<file path="src/xild_pkg.sv">
// Package: shared types, constants and decode functions for the length decoder.
`default_nettype none
package xild_pkg;

  localparam int unsigned FlagW = 11;
  localparam int unsigned LenW  = 4;
  localparam int unsigned QDepth = 2;

  localparam logic [FlagW-1:0] FlagOpsize   = 11'h200;
  localparam logic [FlagW-1:0] FlagAddrsize = 11'h400;

  // classified word handed from front to back
  typedef struct packed {
    logic [7:0]       b0;
    logic [7:0]       b1;
    logic [7:0]       b2;
    logic [7:0]       b3;
    logic             pfx;
    logic [FlagW-1:0] flags;
  } xild_item_t;

  typedef struct packed {
    logic [LenW-1:0]  length;
    logic             is_prefix;
    logic             invalid;
    logic [FlagW-1:0] prefixes_seen;
  } xild_res_t;

  function automatic logic [FlagW-1:0] prefix_bit(input logic [7:0] b);
    logic [FlagW-1:0] r;
    begin
      unique case (b)
        8'h26: r = 11'h001;
        8'h2E: r = 11'h002;
        8'h36: r = 11'h004;
        8'h3E: r = 11'h008;
        8'h64: r = 11'h010;
        8'h65: r = 11'h020;
        8'hF0: r = 11'h040;
        8'hF2: r = 11'h080;
        8'hF3: r = 11'h100;
        8'h66: r = FlagOpsize;
        8'h67: r = FlagAddrsize;
        default: r = '0;
      endcase
      return r;
    end
  endfunction

  // ModRM + SIB + displacement bytes
  function automatic logic [3:0] modrm_bytes(input logic [7:0] m, input logic [7:0] sib,
                                             input logic a16);
    logic [1:0] md;
    logic [2:0] rm;
    logic [3:0] n;
    begin
      md = m[7:6];
      rm = m[2:0];
      n  = 4'd1;
      if (md != 2'd3) begin
        if (!a16 && rm == 3'd4) begin
          n = n + 4'd1;
          if (sib[2:0] == 3'd5 && md == 2'd0) n = n + 4'd4;
        end
        if (md == 2'd0) begin
          if (!a16 && rm == 3'd5) n = n + 4'd4;
          if (a16 && rm == 3'd6) n = n + 4'd2;
        end else if (md == 2'd1) begin
          n = n + 4'd1;
        end else begin
          n = n + (a16 ? 4'd2 : 4'd4);
        end
      end
      return n;
    end
  endfunction

  function automatic logic [3:0] decode_len(input logic [7:0] op, input logic [7:0] b1,
                                            input logic [7:0] b2, input logic [7:0] b3,
                                            input logic [FlagW-1:0] flags);
    logic       a16;
    logic [3:0] opw, adw, mr, mr2;
    logic [2:0] lo, rg;
    logic [3:0] r;
    begin
      a16 = (flags & FlagAddrsize) != '0;
      opw = ((flags & FlagOpsize) != '0) ? 4'd2 : 4'd4;
      adw = a16 ? 4'd2 : 4'd4;
      lo  = op[2:0];
      rg  = b1[5:3];
      mr  = modrm_bytes(b1, b2, a16);
      mr2 = modrm_bytes(b2, b3, a16);
      r   = 4'd0;
      if (op == 8'h0F) begin
        if (b1 == 8'h06 || b1 == 8'h08 || b1 == 8'h09 || (b1 >= 8'h30 && b1 <= 8'h33) ||
            b1 == 8'hA0 || b1 == 8'hA1 || b1 == 8'hA8 || b1 == 8'hA9 || b1 >= 8'hC8 &&
            b1 <= 8'hCF)
          r = 4'd2;
        else if (b1 >= 8'h20 && b1 <= 8'h23)
          r = 4'd3;
        else if (b1 == 8'hA4 || b1 == 8'hAC || b1 == 8'hBA)
          r = 4'd3 + mr2;
        else if (b1 <= 8'h03 || b1 == 8'h0B || b1 == 8'h1F || (b1 >= 8'h40 && b1 <= 8'h47) ||
                 (b1 >= 8'h90 && b1 <= 8'h9F) || b1 == 8'hA3 || b1 == 8'hA5 ||
                 b1 == 8'hAA || b1 == 8'hAB || b1 == 8'hAD || b1 == 8'hAF ||
                 (b1 >= 8'hB0 && b1 <= 8'hB7) || (b1 >= 8'hBB && b1 <= 8'hBF) ||
                 b1 == 8'hC0 || b1 == 8'hC1 || b1 == 8'hC7)
          r = 4'd2 + mr2;
        else if (b1 >= 8'h80 && b1 <= 8'h8F)
          r = 4'd2 + opw;
      end else if (op < 8'h40) begin
        if (lo < 3'd4) r = 4'd1 + mr;
        else if (lo == 3'd4) r = 4'd2;
        else if (lo == 3'd5) r = 4'd1 + opw;
        else r = 4'd1;
      end else if (op <= 8'h61 || (op >= 8'h6C && op <= 8'h6F) ||
                   (op >= 8'h90 && op <= 8'h99) || (op >= 8'h9B && op <= 8'h9F) ||
                   (op >= 8'hA4 && op <= 8'hA7) || (op >= 8'hAA && op <= 8'hAF) ||
                   op == 8'hC3 || op == 8'hC9 || op == 8'hCB || op == 8'hCC ||
                   op == 8'hCE || op == 8'hCF || op == 8'hD6 || op == 8'hD7 ||
                   (op >= 8'hEC && op <= 8'hEF) || op == 8'hF4 || op == 8'hF5 ||
                   (op >= 8'hF8 && op <= 8'hFD)) begin
        r = 4'd1;
      end else if (op == 8'h6A || (op >= 8'h70 && op <= 8'h7F) || op == 8'hA8 ||
                   (op >= 8'hB0 && op <= 8'hB7) || op == 8'hCD || op == 8'hD4 ||
                   op == 8'hD5 || (op >= 8'hE0 && op <= 8'hE7) || op == 8'hEB) begin
        r = 4'd2;
      end else if (op == 8'hC2 || op == 8'hCA) begin
        r = 4'd3;
      end else if (op == 8'hC8) begin
        r = 4'd4;
      end else if (op == 8'h80 || op == 8'h82 || op == 8'h83 || op == 8'hC6 ||
                   op == 8'h6B || op == 8'hC0 || op == 8'hC1) begin
        r = 4'd2 + mr;
      end else if (op == 8'h69 || op == 8'h81 || op == 8'hC7) begin
        r = 4'd1 + mr + opw;
      end else if (op == 8'h68 || op == 8'hA9 || (op >= 8'hB8 && op <= 8'hBF) ||
                   op == 8'hE8 || op == 8'hE9) begin
        r = 4'd1 + opw;
      end else if (op == 8'h9A || op == 8'hEA) begin
        r = 4'd3 + opw;
      end else if (op >= 8'hA0 && op <= 8'hA3) begin
        r = 4'd1 + adw;
      end else if ((op >= 8'hD8 && op <= 8'hDF) || op == 8'h62 || op == 8'h63 ||
                   (op >= 8'h84 && op <= 8'h8F) || op == 8'hC4 || op == 8'hC5 ||
                   (op >= 8'hD0 && op <= 8'hD3)) begin
        r = 4'd1 + mr;
      end else if (op == 8'hFE) begin
        r = (b1 >= 8'hD0) ? 4'd0 : 4'd1 + mr;
      end else if (op == 8'hFF) begin
        r = (b1 >= 8'hD8 && b1[3]) ? 4'd0 : 4'd1 + mr;
      end else if (op == 8'hF6) begin
        if (rg != 3'd1) r = 4'd1 + mr + ((rg == 3'd0) ? 4'd1 : 4'd0);
      end else if (op == 8'hF7) begin
        if (rg != 3'd1) r = 4'd1 + mr + ((rg == 3'd0) ? opw : 4'd0);
      end
      return r;
    end
  endfunction

endpackage
`default_nettype wire

</file>
<file path="src/xild_if.sv">
// Interfaces: input byte window channel and result channel.
`default_nettype none
interface xild_in_if;
  logic       valid;
  logic       ready;
  logic [7:0] first_byte;
  logic [7:0] second_byte;
  logic [7:0] third_byte;
  logic [7:0] fourth_byte;
  modport source (output valid, first_byte, second_byte, third_byte, fourth_byte,
                  input ready);
  modport sink (input valid, first_byte, second_byte, third_byte, fourth_byte,
                output ready);
endinterface

interface xild_out_if;
  logic        valid;
  logic        ready;
  logic [3:0]  length;
  logic        is_prefix;
  logic        invalid;
  logic [10:0] prefixes_seen;
  modport source (output valid, length, is_prefix, invalid, prefixes_seen, input ready);
  modport sink (input valid, length, is_prefix, invalid, prefixes_seen, output ready);
endinterface
`default_nettype wire

</file>
<file path="src/xild_front.sv">
// Front: accepts byte windows, tracks prefix flags, pushes classified words.
`default_nettype none
module xild_front (
  input  wire logic                clk,
  input  wire logic                rst_n,
  input  wire logic                in_valid,
  output      logic                in_ready,
  input  wire logic [7:0]          in_b0,
  input  wire logic [7:0]          in_b1,
  input  wire logic [7:0]          in_b2,
  input  wire logic [7:0]          in_b3,
  output      logic                push,
  input  wire logic                q_full,
  output      xild_pkg::xild_item_t push_item
);
  logic [xild_pkg::FlagW-1:0] flags_r, flags_nxt, pbit;

  assign in_ready = !q_full;
  assign push     = in_valid && in_ready;
  assign pbit     = xild_pkg::prefix_bit(in_b0);

  always_comb begin
    push_item.b0  = in_b0;
    push_item.b1  = in_b1;
    push_item.b2  = in_b2;
    push_item.b3  = in_b3;
    push_item.pfx = pbit != '0;
    push_item.flags = flags_r | pbit;
    flags_nxt = flags_r;
    if (push) flags_nxt = (pbit != '0) ? (flags_r | pbit) : '0;
  end

  always_ff @(posedge clk) begin
    if (!rst_n) flags_r <= '0;
    else flags_r <= flags_nxt;
  end
endmodule
`default_nettype wire

</file>
<file path="src/xild_queue.sv">
// Queue: short FIFO between front and back.
`default_nettype none
module xild_queue (
  input  wire logic                 clk,
  input  wire logic                 rst_n,
  input  wire logic                 push,
  input  wire xild_pkg::xild_item_t push_item,
  output      logic                 full,
  input  wire logic                 pop,
  output      logic                 not_empty,
  output      xild_pkg::xild_item_t head
);
  localparam int unsigned AW = $clog2(xild_pkg::QDepth);
  xild_pkg::xild_item_t mem_r [xild_pkg::QDepth];
  logic [AW-1:0] wp_r, rp_r;
  logic [AW:0]   cnt_r;

  assign full      = cnt_r == (AW+1)'(xild_pkg::QDepth);
  assign not_empty = cnt_r != '0;
  assign head      = mem_r[rp_r];

  always_ff @(posedge clk) begin
    if (push) mem_r[wp_r] <= push_item;
  end

  always_ff @(posedge clk) begin
    if (!rst_n) begin
      wp_r <= '0; rp_r <= '0; cnt_r <= '0;
    end else begin
      if (push) wp_r <= wp_r + AW'(1);
      if (pop)  rp_r <= rp_r + AW'(1);
      cnt_r <= cnt_r + (AW+1)'(push) - (AW+1)'(pop);
    end
  end
endmodule
`default_nettype wire

</file>
<file path="src/xild_back.sv">
// Back: decodes the length and holds the result in an output register.
`default_nettype none
module xild_back (
  input  wire logic                 clk,
  input  wire logic                 rst_n,
  input  wire logic                 not_empty,
  input  wire xild_pkg::xild_item_t head,
  output      logic                 pop,
  output      logic                 out_valid,
  input  wire logic                 out_ready,
  output      xild_pkg::xild_res_t  res
);
  logic                valid_r;
  xild_pkg::xild_res_t res_r, res_nxt;
  logic [3:0]          len;

  assign pop       = not_empty && (!valid_r || out_ready);
  assign out_valid = valid_r;
  assign res       = res_r;
  assign len = xild_pkg::decode_len(head.b0, head.b1, head.b2, head.b3, head.flags);

  always_comb begin
    res_nxt.prefixes_seen = head.flags;
    res_nxt.is_prefix     = head.pfx;
    res_nxt.length        = head.pfx ? 4'd1 : len;
    res_nxt.invalid       = !head.pfx && len == 4'd0;
  end

  always_ff @(posedge clk) begin
    if (!rst_n) valid_r <= 1'b0;
    else if (pop) valid_r <= 1'b1;
    else if (out_ready) valid_r <= 1'b0;
  end

  always_ff @(posedge clk) begin
    if (pop) res_r <= res_nxt;
  end
endmodule
`default_nettype wire

</file>
<file path="src/x86_instruction_length_decoder_unit.sv">
// Top level: IA-32 instruction length decoder.
// A result is first written into the queue and then loaded into the output register
// before it is offered on the result channel.
// Throughput: one word per cycle while the queue is not full; a two-entry queue decouples
// front from back. Back pressure holds in_ready low only once the queue is full.
// Reset (rst_n low, synchronous) clears prefix flags, queue and output valid.
`default_nettype none
module x86_instruction_length_decoder_unit (
  input wire logic   clk,
  input wire logic   rst_n,
  xild_in_if.sink    in_ch,
  xild_out_if.source out_ch
);
  logic                 push, full, pop, not_empty, in_ready, out_valid;
  xild_pkg::xild_item_t push_item, head;
  xild_pkg::xild_res_t  res;

  xild_front u_front (
    .clk, .rst_n,
    .in_valid(in_ch.valid), .in_ready,
    .in_b0(in_ch.first_byte), .in_b1(in_ch.second_byte),
    .in_b2(in_ch.third_byte), .in_b3(in_ch.fourth_byte),
    .push, .q_full(full), .push_item
  );

  xild_queue u_queue (
    .clk, .rst_n, .push, .push_item, .full, .pop, .not_empty, .head
  );

  xild_back u_back (
    .clk, .rst_n, .not_empty, .head, .pop, .out_valid, .out_ready(out_ch.ready), .res
  );

  assign in_ch.ready          = in_ready;
  assign out_ch.valid         = out_valid;
  assign out_ch.length        = res.length;
  assign out_ch.is_prefix     = res.is_prefix;
  assign out_ch.invalid       = res.invalid;
  assign out_ch.prefixes_seen = res.prefixes_seen;
endmodule
`default_nettype wire

</file>
<file path="src/flat_wrapper.sv">
// flat-port wrapper written by rule: the top's interface ports become plain ports
module x86_instruction_length_decoder_unit_flat 
  (clk, rst_n, in_ch_valid, in_ch_first_byte, in_ch_second_byte, in_ch_third_byte, in_ch_fourth_byte, in_ch_ready, out_ch_valid, out_ch_length, out_ch_is_prefix, out_ch_invalid, out_ch_prefixes_seen, out_ch_ready);
  xild_in_if in_ch_i ();
  xild_out_if out_ch_i ();
  input wire logic clk;
  input wire logic rst_n;
  input wire logic [$bits(in_ch_i.valid)-1:0] in_ch_valid;
  input wire logic [$bits(in_ch_i.first_byte)-1:0] in_ch_first_byte;
  input wire logic [$bits(in_ch_i.second_byte)-1:0] in_ch_second_byte;
  input wire logic [$bits(in_ch_i.third_byte)-1:0] in_ch_third_byte;
  input wire logic [$bits(in_ch_i.fourth_byte)-1:0] in_ch_fourth_byte;
  output wire logic [$bits(in_ch_i.ready)-1:0] in_ch_ready;
  output wire logic [$bits(out_ch_i.valid)-1:0] out_ch_valid;
  output wire logic [$bits(out_ch_i.length)-1:0] out_ch_length;
  output wire logic [$bits(out_ch_i.is_prefix)-1:0] out_ch_is_prefix;
  output wire logic [$bits(out_ch_i.invalid)-1:0] out_ch_invalid;
  output wire logic [$bits(out_ch_i.prefixes_seen)-1:0] out_ch_prefixes_seen;
  input wire logic [$bits(out_ch_i.ready)-1:0] out_ch_ready;
  assign in_ch_i.valid = in_ch_valid;
  assign in_ch_i.first_byte = in_ch_first_byte;
  assign in_ch_i.second_byte = in_ch_second_byte;
  assign in_ch_i.third_byte = in_ch_third_byte;
  assign in_ch_i.fourth_byte = in_ch_fourth_byte;
  assign in_ch_ready = in_ch_i.ready;
  assign out_ch_valid = out_ch_i.valid;
  assign out_ch_length = out_ch_i.length;
  assign out_ch_is_prefix = out_ch_i.is_prefix;
  assign out_ch_invalid = out_ch_i.invalid;
  assign out_ch_prefixes_seen = out_ch_i.prefixes_seen;
  assign out_ch_i.ready = out_ch_ready;
  x86_instruction_length_decoder_unit u_core (.clk(clk), .rst_n(rst_n), .in_ch(in_ch_i), .out_ch(out_ch_i));
endmodule
</file>
<file path="config.mk">
export PLATFORM = sky130hd
export DESIGN_NAME = x86_instruction_length_decoder_unit_flat
export DESIGN_NICKNAME = d
export VERILOG_FILES = /design/src/xild_pkg.sv /design/src/xild_if.sv /design/src/xild_front.sv /design/src/xild_queue.sv /design/src/xild_back.sv /design/src/x86_instruction_length_decoder_unit.sv /design/src/flat_wrapper.sv
export SDC_FILE = /design/constraint.sdc
export NUM_CORES = 1
export LEC_CHECK = 0
export BUFFER_PORTS_ARGS = -buffer_cell sky130_fd_sc_hd__buf_2
export CAP_MARGIN = 20
export CORE_MARGIN = 2
export CORE_UTILIZATION = 40
export CTS_CLUSTER_DIAMETER = 150
export DETAILED_ROUTE_END_ITERATION = 8
export SLEW_MARGIN = 25
export SYNTH_ARGS = -nofsm -noshare
export SYNTH_HDL_FRONTEND = slang
export SYNTH_SLANG_ARGS = --single-unit
</file>
<file path="constraint.sdc">
create_clock -name clk -period 5.82 [get_ports clk]
set_clock_uncertainty 0.2 [all_clocks]
set_input_delay 1.746 -clock clk [delete_from_list [all_inputs] [get_ports clk]]
set_output_delay 1.746 -clock clk [all_outputs]
set_load 0.005 [all_outputs]
</file>
---- After elaboration in Yosys (flattened, before gate mapping) ----
Memories as Yosys holds them, arrays and structs flattened. A register that Yosys moved wholly into a read port is not among the register bits.
Index checks and enable logic that the tools add are counted.
operators by class
  add/sub/neg operators ................... 23
  magnitude comparators ................... 52
  equal/unequal tests ..................... 91
  muxes and demuxes ....................... 60
  bitwise gates (word level) .............. 1
  reductions and logical operators ........ 117
operators by type and width
  cell                   count
  $eq A8 B8 Y1 const B   56
  $mux W4                45
  $ge A8 B8 Y1 const B   20
  $le A8 B8 Y1 const B   18
  $pmux W11 S11          1
  $eq A8 B7 Y1 const B   10
  $logic_or A1 B1 Y1     71
  $logic_and A1 B1 Y1    35
  $eq A8 B4 Y1 const B   4
  $eq A8 B6 Y1 const B   4
  $le A8 B7 Y1 const B   4
  $eq A3 B3 Y1 const B   9
  $ge A8 B7 Y1 const B   3
  $mux W3                6
  $ge A8 B6 Y1 const B   2
  $le A8 B6 Y1 const B   2
  $add A2 B4 Y4 const A  3
  $add A4 B3 Y4          3
  $mux W11               1
  $or A11 B11 Y11        1
  $reduce_bool A11 Y1    1
  $add A1 B3 Y4 const A  2
  $add A2 B3 Y4 const A  2
  $add A4 B1 Y4 const B  2
  other kinds (23)       39
word-level totals
  bits in registers ....................... 33
  bits in writable memories ............... 88
  input port bits ......................... 36
  output and inout port bits .............. 19
  logic and storage cells ................. 354
  memories ................................ 1
memories
  memory                words  bits a word  read ports  clocked after Yosys merged registers in  write ports  line              RTL
  u_core.u_queue.mem_r  2      44           1           1                                        1            xild_queue.sv:14  xild_pkg::xild_item_t mem_r [xild_pkg::QDepth];

---- Longest topological paths before layout ----
  depth in word-level cells ............... 34
  gate-level depth with buffers ........... 21
  depth with buffers taken out ............ 18

---- Hierarchy ----
Synthesis repeated with hierarchy kept, for this count alone.
second synthesis, totals
  cell total of the unflattened synthesis .. 639
  area, all modules ....................... 7598.5 um^2
modules (own cells, without submodules)
  module      instances  cells each  area an instance (um^2)  sequential area each (um^2)
  xild_queue  1          158         3607.2                   2742.6
  xild_back   1          375         2965.3                   530.5
  xild_front  1          106         1026.0                   220.2

---- Worst setup path before layout ----
Ideal clock, no wire load.
  path type ............................... flip-flop to flip-flop
  start ................................... memory u_core.u_queue.mem_r[0][28] in the netlist's numbering
  end ..................................... register u_core.u_back.res_r (netlist bit u_core.u_back.res[11]) (data pin)
  library setup time ...................... 134 ps
  arrival time ............................ 4327 ps
  required time ........................... 5486 ps
  slack ................................... 1159 ps
  cell stages (with the launch flop) ...... 17
  path buffers ............................ 0
  period minus slack after synthesis ...... 4661 ps
  cell sequence ........................... edfxtp_1 or4b_4 a21o_4 or3_1 inv_1 ha_1 xor2_1 a21oi_1 or3_1 o211a_1 fa_1 nor2_1 a221o_1 a31oi_1 a311oi_1 a311oi_1 and4_1
RTL lines
  item                  line              RTL
  start, declared       xild_queue.sv:14
  end signal, assigned  xild_back.sv:36   if (pop) res_r <= res_nxt;
  end, declared         xild_back.sv:14   xild_pkg::xild_res_t res_r, res_nxt;

==> flow_summary.ini <==
[grt]
grtUsageMet3_pct = 4.15
most_heavily_used_metal_layer_in_global_routing = met2
grt_remaining_overflow = 0
globalRouteMet2Util_pct = 30.8
antenna_found_initial = 0
first_global_vias = 5267
groute.usage.overall_pct = 18.3
grt_util_met1_pct = 23.5
grt_start_max_net_pins = 59
first_pass_grt_wire_length_mm = 26.2

[clock_tree]
path_clk_slew_ns = 0.07
cts.root.buffer_cell = sky130_fd_sc_hd__clkbuf_16
insertion_delay_ns = 0.35
cts_htree_levels = 3
cts-buffers-inserted = 9
cts_sinks = 106
post-cts-setup-buffers = 0
resize_count_post_cts = 0
cts_tree = built
cts.hold.buffers_added = 0
max-clock-path-buffers = 2

[sta]
slew-limit-headroom_pct = 40.0
timing.final.ws_setup_ns = 0.379
timing.final.setup_violations = 0
final.period_utilization_pct = 93.5
finalMaxSlewViolations = 0
unrepaired_setup_endpoints_after_global_routing = false
worstMarginPinSlew_ns = 0.898
fin_crit_ns = 5.44
fmax_mhz = 184
finalSetupTns_ns = 0
hold_viol_final = 0

[detailed_routing]
avgRoutedWirePerCell_um = 17.8
first_iter_violations = 308
wirelength_mm = 16.2
drt_first_pass_iters = 5
dr_total_vias = 5366
viasPerCell = 5.88
drc = 0
ant_nets = 0

[run_status]
status = finished, final reports clean

[final_layout]
final_cells = 912
fraction_of_final_layout_cells_with_drive_strength_greater_than_1_pct = 16.2
num_antenna_cells = 0
layout-area-overhead-vs-synth_pct = 11.3
nNetsFinal = 746

[critical_path]
path_cells = mux2i_4 -> inv_2 -> a21o_4 -> ha_1 -> ha_1 -> inv_1 -> o21ai_0 -> ha_1 -> or3_1 -> o211a_1 -> fa_1 -> nor2_1 -> a221o_1 -> a31oi_1 -> a311oi_1 -> a311oi_1 -> and4_1
timing.critical_path.to_type = register
critical_path.top_delay_family = compound AO/OA/AOI/OAI gates
worst-endpoint-required_ns = 5.83
setup.worst_path.class = reg -> reg
cpMostUsedCell = sky130_fd_sc_hd__ha_1
worst_setup_path_start_kind = register
critPathBufInv = 2
timing.critical_path.slowest_cell_delay_ns = 0.64
critical-path-slowest-cell = sky130_fd_sc_hd__dfxtp_4
timing.critical_path.arrival_ns = 5.45
critical_path.max_fanout = 36

[run]
drv.max_cap_violation_count = 0

[logic_synthesis]
synth.most_common_cell = sky130_fd_sc_hd__edfxtp_1
yosysTopAreaCell = sky130_fd_sc_hd__edfxtp_1
async_reset_ff_share_pct = 0
synth.lib_cells_used.distinct = 90
synth.top_cell.area_share_pct = 39.9
gate_count_after_technology_mapping = 646
synth-edff-count = 89
synth_seq_area_share_pct = 44.9
synthTopCellsByCount = 89 x sky130_fd_sc_hd__edfxtp_1, 49 x sky130_fd_sc_hd__nor2_1, 46 x sky130_fd_sc_hd__nand2_1
synth_nets = 705
postSynthAreaPerCell_um2 = 10.4
syn_area_mm2 = 0.00670
synthesis.yosys.warnings = 0
netlist_top_cells_area = sky130_fd_sc_hd__edfxtp_1 40%, sky130_fd_sc_hd__dfxtp_1 5.1%, sky130_fd_sc_hd__ha_1 3.5%
ys_dominant_reg_cell = sky130_fd_sc_hd__edfxtp_1
synth.ff_latch_count = 106

[floorplan]
num_rows = 47
num_io_pins = 55
die_area_mm2 = 0.0178
die_x_um = 133
die_height_um = 133
core_mm2 = 0.0165
start_util_pct = 40.7

[placement]
worst_setup_slack_after_placement_ns = 0.417
port-buffer-count = 46
gpl.final_weighted_congestion = 0.877
dpl.cell_count = 896
dpl.hpwl_mm = 11.9

[power_and_ir_drop]
vdd_drop_max_mv = 0.319
power.leakage_nw = 2.78
power-per-cell-area_mw_per_mm2 = 406

[hold_path]
hold_path_class = reg -> reg
flip-flops by register name (all words and copies together), names as in the netlist, named ones only:
| name | cells |
|---|---|
| u_core.u_queue.mem_r | 72 |
| u_core.u_queue.wp_r | 1 |
| u_core.u_back.res | 17 |
| u_core.u_queue.rp_r | 1 |
| u_core.u_queue.cnt_r | 2 |
| u_core.u_front.flags_r | 11 |
| u_core.u_back.out_valid | 1 |
worst paths after layout:
check                           slack, ns                        from  cells after the start                         end
worst min-delay path                 0.32  u_core.u_front.flags_r[10]                      2  u_core.u_front.flags_r[10]
worst min register to register       0.32  u_core.u_front.flags_r[10]                      2  u_core.u_front.flags_r[10]
worst max-delay path                 0.38                    register                     17       u_core.u_back.res[11]
worst max register to register       0.38                    register                     17       u_core.u_back.res[11]
through the flow:
stage / area (um2) / hold slack, ns / total power [mW] / util, %
after floorplan: 6700 / 0.273 / 2.10 / -
after global placement: 7140 / 0.287 / 2.42 / 43.4
after detailed placement: 7190 / 0.297 / 2.47 / 43.7
after CTS: 7460 / 0.315 / 3.05 / 45.3
after global routing: 7460 / 0.350 / 3.24 / 45.3
final: 7460 / 0.316 / 3.03 / 45.3
where the power goes:
group	internal (mW)	total, mW	switching (mW)
combinational	0.548	1.36	0.808
clock	0.295	0.572	0.277
sequential	0.990	1.10	0.110
total	1.83	3.03	1.20
layer usage:
metal  vias up  share of wire, %
met3        23               5.6
met2       165                48
met1      2615                45
met5         -                 0
li1       2563                 -
met4         0               1.8
final cells by class:
type                            instances  area (um2)
Clock buffer                           11         233
Clock inverter                          5        37.5
Fill cell                            1577        9000
Inverter                               30         113
Multi-Input combinational cell        484        3450
Sequential cell                       106        3020
Tap cell                              220         275
Timing Repair Buffer                   56         338
cell families after synthesis:
logic type                 Yosys count  share of synthesized area [%]
xor gates and xnor gates            14                           1.83
adders and majority gates           23                           4.74
DFF                                106                           44.9
AOI/OAI and AO/OA                  170                           18.6
muxes                               32                           5.32
and+or+nand+nor                    245                           20.7
buffers and inverters               56                           3.88
worst register-to-register path, stage by stage, from the launching register on:
cell	delay, ns
sky130_fd_sc_hd__dfxtp_4	0.64
sky130_fd_sc_hd__mux2i_4	0.43
sky130_fd_sc_hd__inv_2	0.18
sky130_fd_sc_hd__a21o_4	0.26
sky130_fd_sc_hd__ha_1	0.22
sky130_fd_sc_hd__ha_1	0.28
sky130_fd_sc_hd__inv_1	0.06
sky130_fd_sc_hd__o21ai_0	0.18
sky130_fd_sc_hd__ha_1	0.29
sky130_fd_sc_hd__or3_1	0.37
sky130_fd_sc_hd__o211a_1	0.33
sky130_fd_sc_hd__fa_1	0.57
sky130_fd_sc_hd__nor2_1	0.06
sky130_fd_sc_hd__a221o_1	0.34
sky130_fd_sc_hd__a31oi_1	0.14
sky130_fd_sc_hd__a311oi_1	0.10
sky130_fd_sc_hd__a311oi_1	0.38
sky130_fd_sc_hd__and4_1	0.26
placed cells by master, fill, tap and decap left out, drive strengths merged, types with 6 or more instances in the layout:
master | Yosys | routed
o21ai | 24 | 24
o22ai | 8 | 8
clkbuf | 11 | 11
nor2 | 49 | 49
nor2b | 19 | 19
mux2i | 16 | 16
buf | 15 | 56
nor3 | 12 | 12
a31oi | 6 | 6
edfxtp | 89 | 89
xnor2 | 9 | 9
mux2 | 16 | 16
inv | 30 | 34
ha | 19 | 19
a21oi | 33 | 33
o211a | 6 | 6
a211oi | 9 | 9
nand3b | 11 | 11
a32oi | 9 | 9
nand3 | 21 | 21
dfxtp | 17 | 17
nand2b | 12 | 12
a21o | 12 | 12
nor3b | 19 | 19
nand2 | 47 | 47
and2 | 7 | 7
Note: power is estimated with default switching activity, not from simulation.
